### config.mk
export PLATFORM = sky130hd
export DESIGN_NAME = scsb_mul
export DESIGN_NICKNAME = d
export VERILOG_FILES = /design/src/design/swept_circle_segment_bounce_macros.svh /design/src/design/scsb_pkg.sv /design/src/design/scsb_mul.sv
export SDC_FILE = /design/constraint.sdc
export NUM_CORES = 2
export LEC_CHECK = 0
export CORE_ASPECT_RATIO = 1.1
export CORE_MARGIN = 3
export CORE_UTILIZATION = 40
export CTS_CLUSTER_DIAMETER = 80
export CTS_CLUSTER_SIZE = 25
export DETAILED_ROUTE_END_ITERATION = 6
export DONT_BUFFER_PORTS = 1
export PLACE_DENSITY = 0.64
export REMOVE_ABC_BUFFERS = 1
export SKIP_LAST_GASP = 1
export SYNTH_ARGS = -nofsm -noshare
export SYNTH_HDL_FRONTEND = slang
export SYNTH_SLANG_ARGS = --single-unit
### constraint.sdc
create_clock -name clock -period 9.86 [get_ports clock]
set_input_delay 0.493 -clock clock [delete_from_list [all_inputs] [get_ports clock]]
set_output_delay 0.493 -clock clock [all_outputs]
set_load 0.005 [all_outputs]
### src/design/swept_circle_segment_bounce_macros.svh
// Assertion macros shared by the swept circle segment bounce RTL.
`ifndef SWEPT_CIRCLE_SEGMENT_BOUNCE_MACROS_SVH
`define SWEPT_CIRCLE_SEGMENT_BOUNCE_MACROS_SVH

// same-cycle implication, checked on the rising clock edge outside reset
`define SCSB_ASSERT_IMP(lbl, ante, cons, msg) \
   lbl: assert property (@(posedge clock) disable iff (reset) (ante) |-> (cons)) \
      else $error(msg);

// next-cycle implication
`define SCSB_ASSERT_NXT(lbl, ante, cons, msg) \
   lbl: assert property (@(posedge clock) disable iff (reset) (ante) |=> (cons)) \
      else $error(msg);

`endif

### src/design/scsb_pkg.sv
// Types, codes and helper functions of the swept circle segment bounce block.
package scsb_pkg;

   localparam logic [1:0] ACT_ARM     = 2'd0;
   localparam logic [1:0] ACT_TICK    = 2'd1;
   localparam logic [1:0] ACT_COLLIDE = 2'd2;

   localparam logic [2:0] CSR_START_X  = 3'd0;
   localparam logic [2:0] CSR_START_Y  = 3'd1;
   localparam logic [2:0] CSR_END_X    = 3'd2;
   localparam logic [2:0] CSR_END_Y    = 3'd3;
   localparam logic [2:0] CSR_LIFE     = 3'd4;
   localparam logic [2:0] CSR_BLINK    = 3'd5;
   localparam logic [2:0] CSR_CURVE    = 3'd6;
   localparam logic [2:0] CSR_OFFSET   = 3'd7;

   // quotient bits of the divider, root bits of the square root
   localparam int DIV_STEPS  = 17;
   localparam int SQRT_STEPS = 25;

   typedef enum logic {
      OP_DIV,
      OP_SQRT
   } iter_op_type;

   typedef enum logic [4:0] {
      ST_IDLE,
      ST_ARM0, ST_ARM1, ST_ARM2, ST_ARM3, ST_ARM4, ST_ARM5,
      ST_TICK,
      ST_COL0, ST_COL1, ST_COL2, ST_COL3, ST_COL4, ST_COL5, ST_COL6,
      ST_COL7, ST_COL8, ST_COL9, ST_COL10, ST_COL11, ST_COL12, ST_COL13,
      ST_COL14, ST_COL15, ST_COL16, ST_COL17,
      ST_EMIT
   } state_type;

   // v / 2^s, nearest, halves away from zero
   function automatic logic signed [63:0] rnd_shift(logic signed [63:0] v, int s);
      logic [63:0] m;
      m = v[63] ? 64'(-v) : 64'(v);
      m = (m + (64'd1 << (s - 1))) >> s;
      return v[63] ? -signed'(m) : signed'(m);
   endfunction

   function automatic logic [23:0] sat24(logic signed [63:0] v);
      if (v > 64'sd8388607) return 24'h7FFFFF;
      if (v < -64'sd8388608) return 24'h800000;
      return v[23:0];
   endfunction

   function automatic logic [23:0] sat_add24(logic [23:0] a, logic [23:0] b);
      logic [24:0] s;
      s = {1'b0, a} + {1'b0, b};
      return s[24] ? 24'hFFFFFF : s[23:0];
   endfunction

endpackage

### src/design/scsb_mul.sv
// Shared signed multiplier with registered product.
module scsb_mul import scsb_pkg::*; (
   input  logic               clock,
   input  logic signed [35:0] a,
   input  logic signed [25:0] b,
   output logic signed [61:0] p
);

   logic signed [61:0] p_ff, p_in;

   assign p_in = a * b;
   assign p    = p_ff;

   always_ff @(posedge clock) begin
      p_ff <= p_in;
   end

endmodule

==> summary.txt <==
Route
  • DR DRC count: 0
  • Number of DRC markers in iteration 0: ~1500
  • Routed vias: approximately 23000
  • DR pass1 iterations: 5
  • Wirelength, routed: 87.3 mm
  • Wire per inst: 19.4 um
  • Vias/cell: between 5 and 6
  • Post-route antenna net violation count: 0

Floorplanning
  • Starting Density: 40.6%
  • Chip width: ~280 um
  • Die height: just over 300 um
  • Core area: 0.0824 mm^2
  • Num rows: 110
  • Io pins: about 130
  • Die area: 0.0873 mm^2

CTS
  • Clk root buf: clkbuf_16
  • H-tree lvl count: 3
  • CTS tree: done
  • Clock transition at the registers of the reported paths: about 0.07 ns
  • CTS Hold Buffers Added: 0
  • Clock buffer depth: 2
  • Resize count post-CTS: 0
  • Post-CTS setup buffer count: 0
  • Clk sinks: 62
  • CTS Buf Count: 9

Global routing
  • M2 GR Usage: a little under two fifths
  • First-pass GRT wire length: 141 mm
  • Most Used Layer, Global Route: met2
  • Vias in the first global route: about 26000
  • Routing usage on met3: 4.54%
  • Initial antenna violation count: 8
  • Largest net degree at the start of global routing: 37
  • Gr ovfl total: 0
  • Met1 GRT Util: 25.9%
  • Total GRT Usage: 21.1%

Yosys
  • Synth Flop Type: dfxtp_1
  • Number of synthesized flops with an enable pin: 0
  • Synth Instances: 3595
  • Yosys top cell area share: 56.8%
  • Synth top area cells: fa_1 (57%), inv_1 (10%), and2_1 (7.3%)
  • Post-synthesis mux area share: less than 1%
  • Synth Area in Adders: a little over three fifths
  • Simple-gate area share of the yosys netlist: 15.5%
  • Ys async rst share: 0%
  • Avg Cell Area, Syn: 9.32 um^2
  • Post-Syn Area: 0.0335 mm^2
  • Register area share after synthesis: 3.71%
  • Cell taking the most area after synthesis: fa_1
  • Main combinational cell family by area after synthesis: adder cells
  • Synth Register Bits: 62
  • Synth warn: 0
  • Compound-cell area share of the yosys netlist: ~4%
  • Netlist cell types: 72
  • Post-Synth XOR/XNOR Area: 1.67%

Final layout
  • Max FFs per register: 62
  • Fin nets: 4607
  • Area grow syn2layout: 2.88%
  • Fill cells: 8129
  • Layout cells sized above 1: 1.19%
  • Final Core Density: 41.8%

Place
  • Gpl congestion: 0.896
  • Port-buffer cells: 0
  • Post-DP HPWL: 70.7 mm
  • Pre-CTS setup slack: 2.24 ns

Setup path
  • Crit-path cells: nand2_1 -> inv_1 -> fa_1 -> fa_1 -> inv_1 -> fa_1 -> inv_1 -> fa_1 -> fa_1 -> fa_1 -> fa_1 -> ha_1 -> a21o_1 -> a21o_1 -> a21oi_1 -> o21ai_0 -> a2111oi_0 -> o21ai_0 -> a311o_1 -> a21oi_1 -> xnor2_1
  • Arr. time, crit path: 7.59 ns
  • Critical Path Sink Type: flop
  • Crit Path Class: in2reg
  • WP data required: 10.17 ns
  • CP most frequent cell: fa_1
  • Slowest CP cell: fa_1
  • CP startpoint kind: input pin
  • Slowest Stage Delay on Critical Path: 0.73 ns
  • Crit-path max FO: 36

Timing
  • Setup ws final: 2.58 ns
  • Post-Route Setup TNS: 0 ns
  • Final hold vios: 0
  • Fin. max-slew vios: 0
  • Part of the cycle the worst path needs: roughly 74%
  • Fmax: 137 MHz
  • Slew headroom: 45.8%
  • Unrepaired setup endpoints after global routing: no
  • Fin crit period: between 7 and 8 ns
  • Slew @ Worst Pin: 0.807 ns
  • Final Setup Violations: 0

Worst hold path
  • Worst min path class: in2reg

Run status
  • Status: complete, no violations

Job
  • Max cap viols: 0
==> path summary, 6_finish.rpt <==
check	to	cells past startpoint	from	slack, ns
worst min-delay path	p[0]$_DFF_P_	1	a[0]	0.25
worst max-delay path	p[60]$_DFF_P_	21	b[2]	2.58
==> final cells by class <==
| cell class | count | area (um^2) | area share (%) |
|---|---|---|---|
| Clock buffer | 11 | 253 | 0.733 |
| Inverter | 899 | 3370 | 9.79 |
| Tap cell | 1064 | 1330 | 3.86 |
| Timing Repair Buffer | 1 | 7.51 | 0.0218 |
| Sequential cell | 62 | 1240 | 3.60 |
| Multi-Input combinational cell | 2455 | 28200 | 81.8 |
| Antenna cell | 1 | 2.50 | 0.00726 |
| Clock inverter | 5 | 63.8 | 0.185 |
==> cells in the final DEF (no fill, tap or decap), types with 3 or more instances in the layout <==
master     count
a211oi_1       8
a21o_1        36
a21oi_1       68
a31oi_1        5
and2_1       392
and3_1         6
clkbuf_16      9
dfxtp_1       62
fa_1         950
ha_1         166
inv_1        899
nand2_1      554
nand2b_1      10
nand3_1       14
nand3b_1       3
nand4_1        7
nor2_1        59
nor2b_1        3
nor3_1         6
o2111ai_1      4
o211ai_1       4
o21a_1         4
o21ai_0       33
o21bai_1       4
or2_2          4
xnor2_1       43
xor2_1        21
==> worst max-delay path, delay by kind of cell <==
| kind | cells | cell delay [ns] |
|---|---|---|
| buffers and inverters | 3 | 0.74 |
| adder cells (fa/ha/maj) | 8 | 4.26 |
| AND/OR/NAND/NOR | 1 | 0.09 |
| AO/OA/AOI/OAI | 8 | 1.85 |
| XOR/XNOR | 1 | 0.13 |
==> stage by stage <==
step | area (um^2) | hold WS (ns) | instances
floorplan | 32800 | 0.615 | 3416
global placement | 34100 | 0.622 | 4481
detailed placement | 34100 | 0.636 | 4481
CTS | 34500 | 0.230 | 4497
global route | 34500 | 0.233 | 4497
finish | 34500 | 0.248 | 4498
==> routing by layer <==
| layer | routed length, um | share of wire [%] |
|---|---|---|
| met5 | 0 | 0 |
| met4 | 3470 | 4.0 |
| met3 | 7130 | 8.2 |
| met2 | 44200 | 51 |
| met1 | 32500 | 37 |
==> logic make-up after synthesis <==
kind of cell,count (synthesis)
AOI/OAI and AO/OA,198
xor gates and xnor gates,64
adders and majority gates,1116
buffers and inverters,1078
DFF,62
muxes,3
and+or+nand+nor,1074
==> synthesized netlist by cell type, drive strengths merged, types with 6 or more instances <==
master    n
fa      950
inv     899
nand2   554
and2    393
clkbuf  177
ha      166
a21oi    70
dfxtp    62
nor2     59
xnor2    43
a21o     38
o21ai    34
xor2     21
nand3    14
nand2b   10
a211oi    9
and3      8
nand4     7
nor3      6
Power is left out: the tool's default activity adds up to more than one toggle a clock period on the data nets, which glitch-free logic cannot reach.
