==> src/design/swept_circle_segment_bounce_macros.svh <==
// Assertion macros shared by the swept circle segment bounce RTL.
`ifndef SWEPT_CIRCLE_SEGMENT_BOUNCE_MACROS_SVH
`define SWEPT_CIRCLE_SEGMENT_BOUNCE_MACROS_SVH

// same-cycle implication, checked on the rising clock edge outside reset
`define SCSB_ASSERT_IMP(lbl, ante, cons, msg) \
   lbl: assert property (@(posedge clock) disable iff (reset) (ante) |-> (cons)) \
      else $error(msg);

// next-cycle implication
`define SCSB_ASSERT_NXT(lbl, ante, cons, msg) \
   lbl: assert property (@(posedge clock) disable iff (reset) (ante) |=> (cons)) \
      else $error(msg);

`endif

==> src/design/scsb_pkg.sv <==
// Types, codes and helper functions of the swept circle segment bounce block.
package scsb_pkg;

   localparam logic [1:0] ACT_ARM     = 2'd0;
   localparam logic [1:0] ACT_TICK    = 2'd1;
   localparam logic [1:0] ACT_COLLIDE = 2'd2;

   localparam logic [2:0] CSR_START_X  = 3'd0;
   localparam logic [2:0] CSR_START_Y  = 3'd1;
   localparam logic [2:0] CSR_END_X    = 3'd2;
   localparam logic [2:0] CSR_END_Y    = 3'd3;
   localparam logic [2:0] CSR_LIFE     = 3'd4;
   localparam logic [2:0] CSR_BLINK    = 3'd5;
   localparam logic [2:0] CSR_CURVE    = 3'd6;
   localparam logic [2:0] CSR_OFFSET   = 3'd7;

   // quotient bits of the divider, root bits of the square root
   localparam int DIV_STEPS  = 17;
   localparam int SQRT_STEPS = 25;

   typedef enum logic {
      OP_DIV,
      OP_SQRT
   } iter_op_type;

   typedef enum logic [4:0] {
      ST_IDLE,
      ST_ARM0, ST_ARM1, ST_ARM2, ST_ARM3, ST_ARM4, ST_ARM5,
      ST_TICK,
      ST_COL0, ST_COL1, ST_COL2, ST_COL3, ST_COL4, ST_COL5, ST_COL6,
      ST_COL7, ST_COL8, ST_COL9, ST_COL10, ST_COL11, ST_COL12, ST_COL13,
      ST_COL14, ST_COL15, ST_COL16, ST_COL17,
      ST_EMIT
   } state_type;

   // v / 2^s, nearest, halves away from zero
   function automatic logic signed [63:0] rnd_shift(logic signed [63:0] v, int s);
      logic [63:0] m;
      m = v[63] ? 64'(-v) : 64'(v);
      m = (m + (64'd1 << (s - 1))) >> s;
      return v[63] ? -signed'(m) : signed'(m);
   endfunction

   function automatic logic [23:0] sat24(logic signed [63:0] v);
      if (v > 64'sd8388607) return 24'h7FFFFF;
      if (v < -64'sd8388608) return 24'h800000;
      return v[23:0];
   endfunction

   function automatic logic [23:0] sat_add24(logic [23:0] a, logic [23:0] b);
      logic [24:0] s;
      s = {1'b0, a} + {1'b0, b};
      return s[24] ? 24'hFFFFFF : s[23:0];
   endfunction

endpackage

==> src/design/scsb_iter.sv <==
// Bit-serial restoring divider and square root sharing one compare/subtract.
module scsb_iter import scsb_pkg::*; (
   input  logic        clock,
   input  logic        reset,
   input  logic        start,
   input  iter_op_type mode,
   input  logic [61:0] num,   // dividend, or radicand in the low 50 bits
   input  logic [45:0] den,
   output logic        busy,
   output logic [24:0] res
);

   logic        busy_ff, busy_in;
   iter_op_type mode_ff, mode_in;
   logic [4:0]  cnt_ff, cnt_in;
   logic [45:0] rem_ff, rem_in;
   logic [49:0] src_ff, src_in;
   logic [24:0] res_ff, res_in;
   logic [45:0] den_ff, den_in;

   logic [47:0] lhs, rhs, diff;
   logic        ge;

   always_comb begin
      if (mode_ff == OP_DIV) begin
         lhs = {1'b0, rem_ff, src_ff[49]};
         rhs = {2'b00, den_ff};
      end else begin
         lhs = {rem_ff, src_ff[49:48]};
         rhs = {21'd0, res_ff, 2'b01};
      end
      diff = lhs - rhs;
      ge   = lhs >= rhs;
   end

   always_comb begin
      busy_in = busy_ff;
      mode_in = mode_ff;
      cnt_in  = cnt_ff;
      rem_in  = rem_ff;
      src_in  = src_ff;
      res_in  = res_ff;
      den_in  = den_ff;
      if (start) begin
         busy_in = 1'b1;
         mode_in = mode;
         den_in  = den;
         res_in  = '0;
         if (mode == OP_DIV) begin
            // quotient fits DIV_STEPS bits, so the top part is already below den
            rem_in = 46'(num[61:DIV_STEPS]);
            src_in = {num[DIV_STEPS-1:0], (50 - DIV_STEPS)'(0)};
            cnt_in = 5'(DIV_STEPS - 1);
         end else begin
            rem_in = '0;
            src_in = num[49:0];
            cnt_in = 5'(SQRT_STEPS - 1);
         end
      end else if (busy_ff) begin
         rem_in = ge ? diff[45:0] : lhs[45:0];
         res_in = {res_ff[23:0], ge};
         src_in = (mode_ff == OP_DIV) ? {src_ff[48:0], 1'b0} : {src_ff[47:0], 2'b00};
         cnt_in = cnt_ff - 5'd1;
         if (cnt_ff == '0) busy_in = 1'b0;
      end
   end

   always_ff @(posedge clock) begin
      if (reset) begin
         busy_ff <= 1'b0;
      end else begin
         busy_ff <= busy_in;
      end
      mode_ff <= mode_in;
      cnt_ff  <= cnt_in;
      rem_ff  <= rem_in;
      src_ff  <= src_in;
      res_ff  <= res_in;
      den_ff  <= den_in;
   end

   assign busy = busy_ff;
   assign res  = res_ff;

endmodule

==> config.mk <==
export PLATFORM = sky130hd
export DESIGN_NAME = scsb_iter
export DESIGN_NICKNAME = d
export VERILOG_FILES = /design/src/design/swept_circle_segment_bounce_macros.svh /design/src/design/scsb_pkg.sv /design/src/design/scsb_iter.sv
export SDC_FILE = /design/constraint.sdc
export NUM_CORES = 1
export LEC_CHECK = 0
export ABC_AREA = 1
export BUFFER_PORTS_ARGS = -buffer_cell sky130_fd_sc_hd__buf_2
export CORE_UTILIZATION = 36
export DETAILED_ROUTE_END_ITERATION = 8
export PLACE_DENSITY = 0.65
export RECOVER_POWER = 25
export SLEW_MARGIN = 40
export SYNTH_ARGS = -nofsm -noshare
export SYNTH_HDL_FRONTEND = slang
export SYNTH_SLANG_ARGS = --single-unit
export TNS_END_PERCENT = 10
==> constraint.sdc <==
create_clock -name clock -period 4.5 [get_ports clock]
set_clock_uncertainty 0.15 [all_clocks]
set_input_delay 0.45 -clock clock [delete_from_list [all_inputs] [get_ports clock]]
set_output_delay 0.45 -clock clock [all_outputs]
set_load 0.02 [all_outputs]
==> results.json <==
{
  "routedWlPerCell_um": 16.8,
  "cts_tree": "yes",
  "timing.rr.end": "rem_ff[43]",
  "post-route-drc-count": 0,
  "io_pins": 138,
  "finalSetupViolCount": 0,
  "htree_levels": 4,
  "slew_headroom": -0.706,
  "synth-compound-area-share": 0.103,
  "grt_pass1_wl_um": 61900,
  "design.core.area_mm2": 0.0338,
  "crit_fanout": 34,
  "clockBufferDepth": 2,
  "post-place-ws_ns": 0.533,
  "synth_cells": 1789,
  "syn_to_final_growth_pct": 14.3,
  "cp_top_family": "simple AND/OR/NAND/NOR gates",
  "violations": "max-capacitance violations, max-slew violations",
  "worstPathRequired_ns": 4.56,
  "drive_above_1_share": 0.118,
  "netlist_area_mm2": 0.0125,
  "cp.depth": 15,
  "fin_crit_sh": 0.890,
  "place_hpwl_um": 30600,
  "synth_mux_area_frac": 0.000802,
  "cts-root-buf": "clkbuf_16",
  "antenna_found_initial": 0,
  "numPortBuffers": 137,
  "first_global_vias": 11300,
  "maxSlewViolCount": 105,
  "p_leak_nw": 6.80,
  "floorplan.initialDensity": 0.369,
  "final_area_mm2": 0.0143,
  "path_buf_inv": 3,
  "layout_commonest_cell": "nand2_1",
  "drt-total-wl_um": 39800,
  "vias_per_cell": 4.98,
  "drtIter0Drc": 1071,
  "vias": 11800,
  "startpoint_type": "flop",
  "num_antenna_cells": 0,
  "synthAdderAreaFrac": 0.0487,
  "criticalPathCategory": "flop to flop",
  "synth_top_family_by_area": "simple AND/OR/NAND/NOR gates",
  "holdCritStartpoint": "den[14]",
  "place_congestion": 0.972,
  "synth_seq_area_share": 0.398,
  "synthesis.nets": 1949,
  "grt_use_total": 0.228,
  "grt_max_degree": 107,
  "whs_path_depth": 1,
  "most-common-layout-cells": "591 x nand2_1, 246 x inv_1, 234 x nor2_1",
  "core.rowCount": 67,
  "antenna_left": 0,
  "worst_pin_slew_ns": 2.56,
  "clk_transition_reported_paths_ns": 0.07,
  "p_per_area_mw_per_mm2": 539,
  "layout_setup_ws_ns": 0.497,
  "maxCapViolations": 1,
  "min_to": "den_ff[14]",
  "status": "complete, but fails checks",
  "rr_startpoint": "mode_ff",
  "design.die.area_mm2": 0.0354,
  "yosys_warnings": 0,
  "clock-sinks": 174,
  "drt_first_pass_iters": 6,
  "path_cells": "inv_2, buf_12, o21ai_0, ha_1, nand2_1, nor2_4, nand2_1, nor2_2, and2_1, nand2_2, nand4_4, buf_4, nand3_1, nand2_1, nand2_1",
  "irDropWorstVdd_mv": 0.330,
  "die_w_um": 188,
  "synthDistinctLibCells": 39,
  "r2r_slack_ns": 0.50,
  "cp.arrival_ns": 4.06,
  "dpl-instance-area_mm2": 0.0136,
  "fill_cells": 3555,
  "cts_setup_buffers": 0,
  "hold_viol_final": 0,
  "period_needed_ns": 4.00,
  "rsz0062_at_grt": "no",
  "ys_seq_elements": 174,
  "cpMaxStageDelayCell": "edfxtp_1",
  "grt-ovfl-total": 0,
  "hold_class": "input port to flop",
  "syn_area_per_cell_um2": 6.97,
  "insertion_delay_ns": 0.47,
  "final_nets": 2061,
  "cpPeakStageDelay_ns": 0.49,
  "layout.core_utilization": 0.422,
  "final.setup.tns_ns": 0,
  "synthSimpleGateAreaFrac": 0.329,
  "fmax_mhz": 250,
  "ctsResizeCount": 0,
  "cts_buffers": 17,
  "dieHeight_um": 188,
  "crit_path_frequent_cell": "nand2_1",
  "worst_r2r_path_depth": 15,
  "worst_setup_path_end_kind": "flop",
  "synth-xor-area-share": 0.0183
}
-- routing by layer --
layer	GRT usage	routed length, um	up-vias
met5	0	0	-
met4	0.0744	1020	0
met3	0.0395	2130	45
met2	0.394	19700	336
met1	0.287	16900	5411
li1	-	-	5971
-- worst reg2reg max path, cell delays in order (launching register included) --
cell      delay (ns)
edfxtp_1        0.49
inv_2           0.49
buf_12          0.27
o21ai_0         0.25
ha_1            0.47
nand2_1         0.15
nor2_4          0.12
nand2_1         0.13
nor2_2          0.23
and2_1          0.17
nand2_2         0.08
nand4_4         0.11
buf_4           0.34
nand3_1         0.16
nand2_1         0.09
nand2_1         0.06
-- power by group --
part	internal [mW]	leakage [nW]	switching (mW)	total (mW)
clock network	0.889	0.294	0.674	1.56
registers	2.11	1.72	0.118	2.22
logic	1.26	4.78	2.63	3.90
-- cell families after synthesis --
logic type,count (synthesis)
AOI/OAI and AO/OA,217
xor gates and xnor gates,26
adders and majority gates,48
buffers and inverters,319
DFF,174
muxes,1
and+or+nand+nor,1004
-- flip-flops by register name, indices dropped and copies added (netlist names) --
name / cells
res: 25
cnt_ff: 5
den_ff: 46
src_ff: 50
rem_ff: 46
mode_ff: 1
busy: 1
-- through the flow --
stage	hold WS, ns	total power [mW]	cells
floorplan	0.369	5.08	1789
global placement	0.328	6.10	2319
detailed placement	0.329	6.11	2319
CTS	0.0000140	7.70	2361
global route	0.000581	8.31	2362
finish	0.00950	7.69	2362
-- area by class of cell --
class                      count  area (um^2)  area share
multi-input combinational   1296         6240       0.438
sequential                   174         4960       0.348
timing repair buffer         163          942      0.0661
inverter                     249          937      0.0658
tap                          448          561      0.0393
clock buffer                  25          538      0.0377
clock inverter                 7         71.3     0.00500
-- worst max-delay path by stage --
stage	endpoint	from
after global placement	rem_ff[30]	mode_ff
after floorplan	cnt_ff[0]	busy
after global routing	rem_ff[43]	mode_ff
final	rem_ff[43]	mode_ff
after CTS	rem_ff[41]	mode_ff
after detailed placement	rem_ff[41]	mode_ff
-- Yosys cell counts --
master	n	area, um^2
buf_12	2	40.0
inv_1	246	923
fa_1	1	20.0
buf_2	2	10.0
edfxtp_1	148	4440
buf_6	6	67.6
a21oi_2	1	8.76
nor3_1	2	10.0
nand4_1	9	56.3
o21ai_0	78	390
clkbuf_1	52	195
a21boi_0	1	7.51
a21oi_1	37	185
nand3b_1	4	30.0
o21bai_1	8	60.1
o31ai_1	30	225
nor4_1	2	12.5
mux2i_1	1	10.0
clkinv_1	3	11.3
o21ai_1	20	100
nand3_1	112	561
o32ai_1	1	8.76
or2_2	9	56.3
nor2_4	2	22.5
nand4_4	1	21.3
o22ai_1	24	150
and2_1	4	25.0
nor2_2	25	156
xnor2_1	19	166
dfxtp_1	26	521
o311ai_0	16	140
xor2_1	7	61.3
nand2_2	7	43.8
ha_1	47	588
buf_4	1	7.51
buf_1	7	26.3
nor2_1	235	882
a21o_1	1	7.51
nand2_1	592	2220
-- what timing repair did --
action	in CTS	in global routing
endpoints found under the hold margin	10	1
endpoints found under the setup margin	0	0
hold buffers	10	1
(Power assumes the default switching activity.)
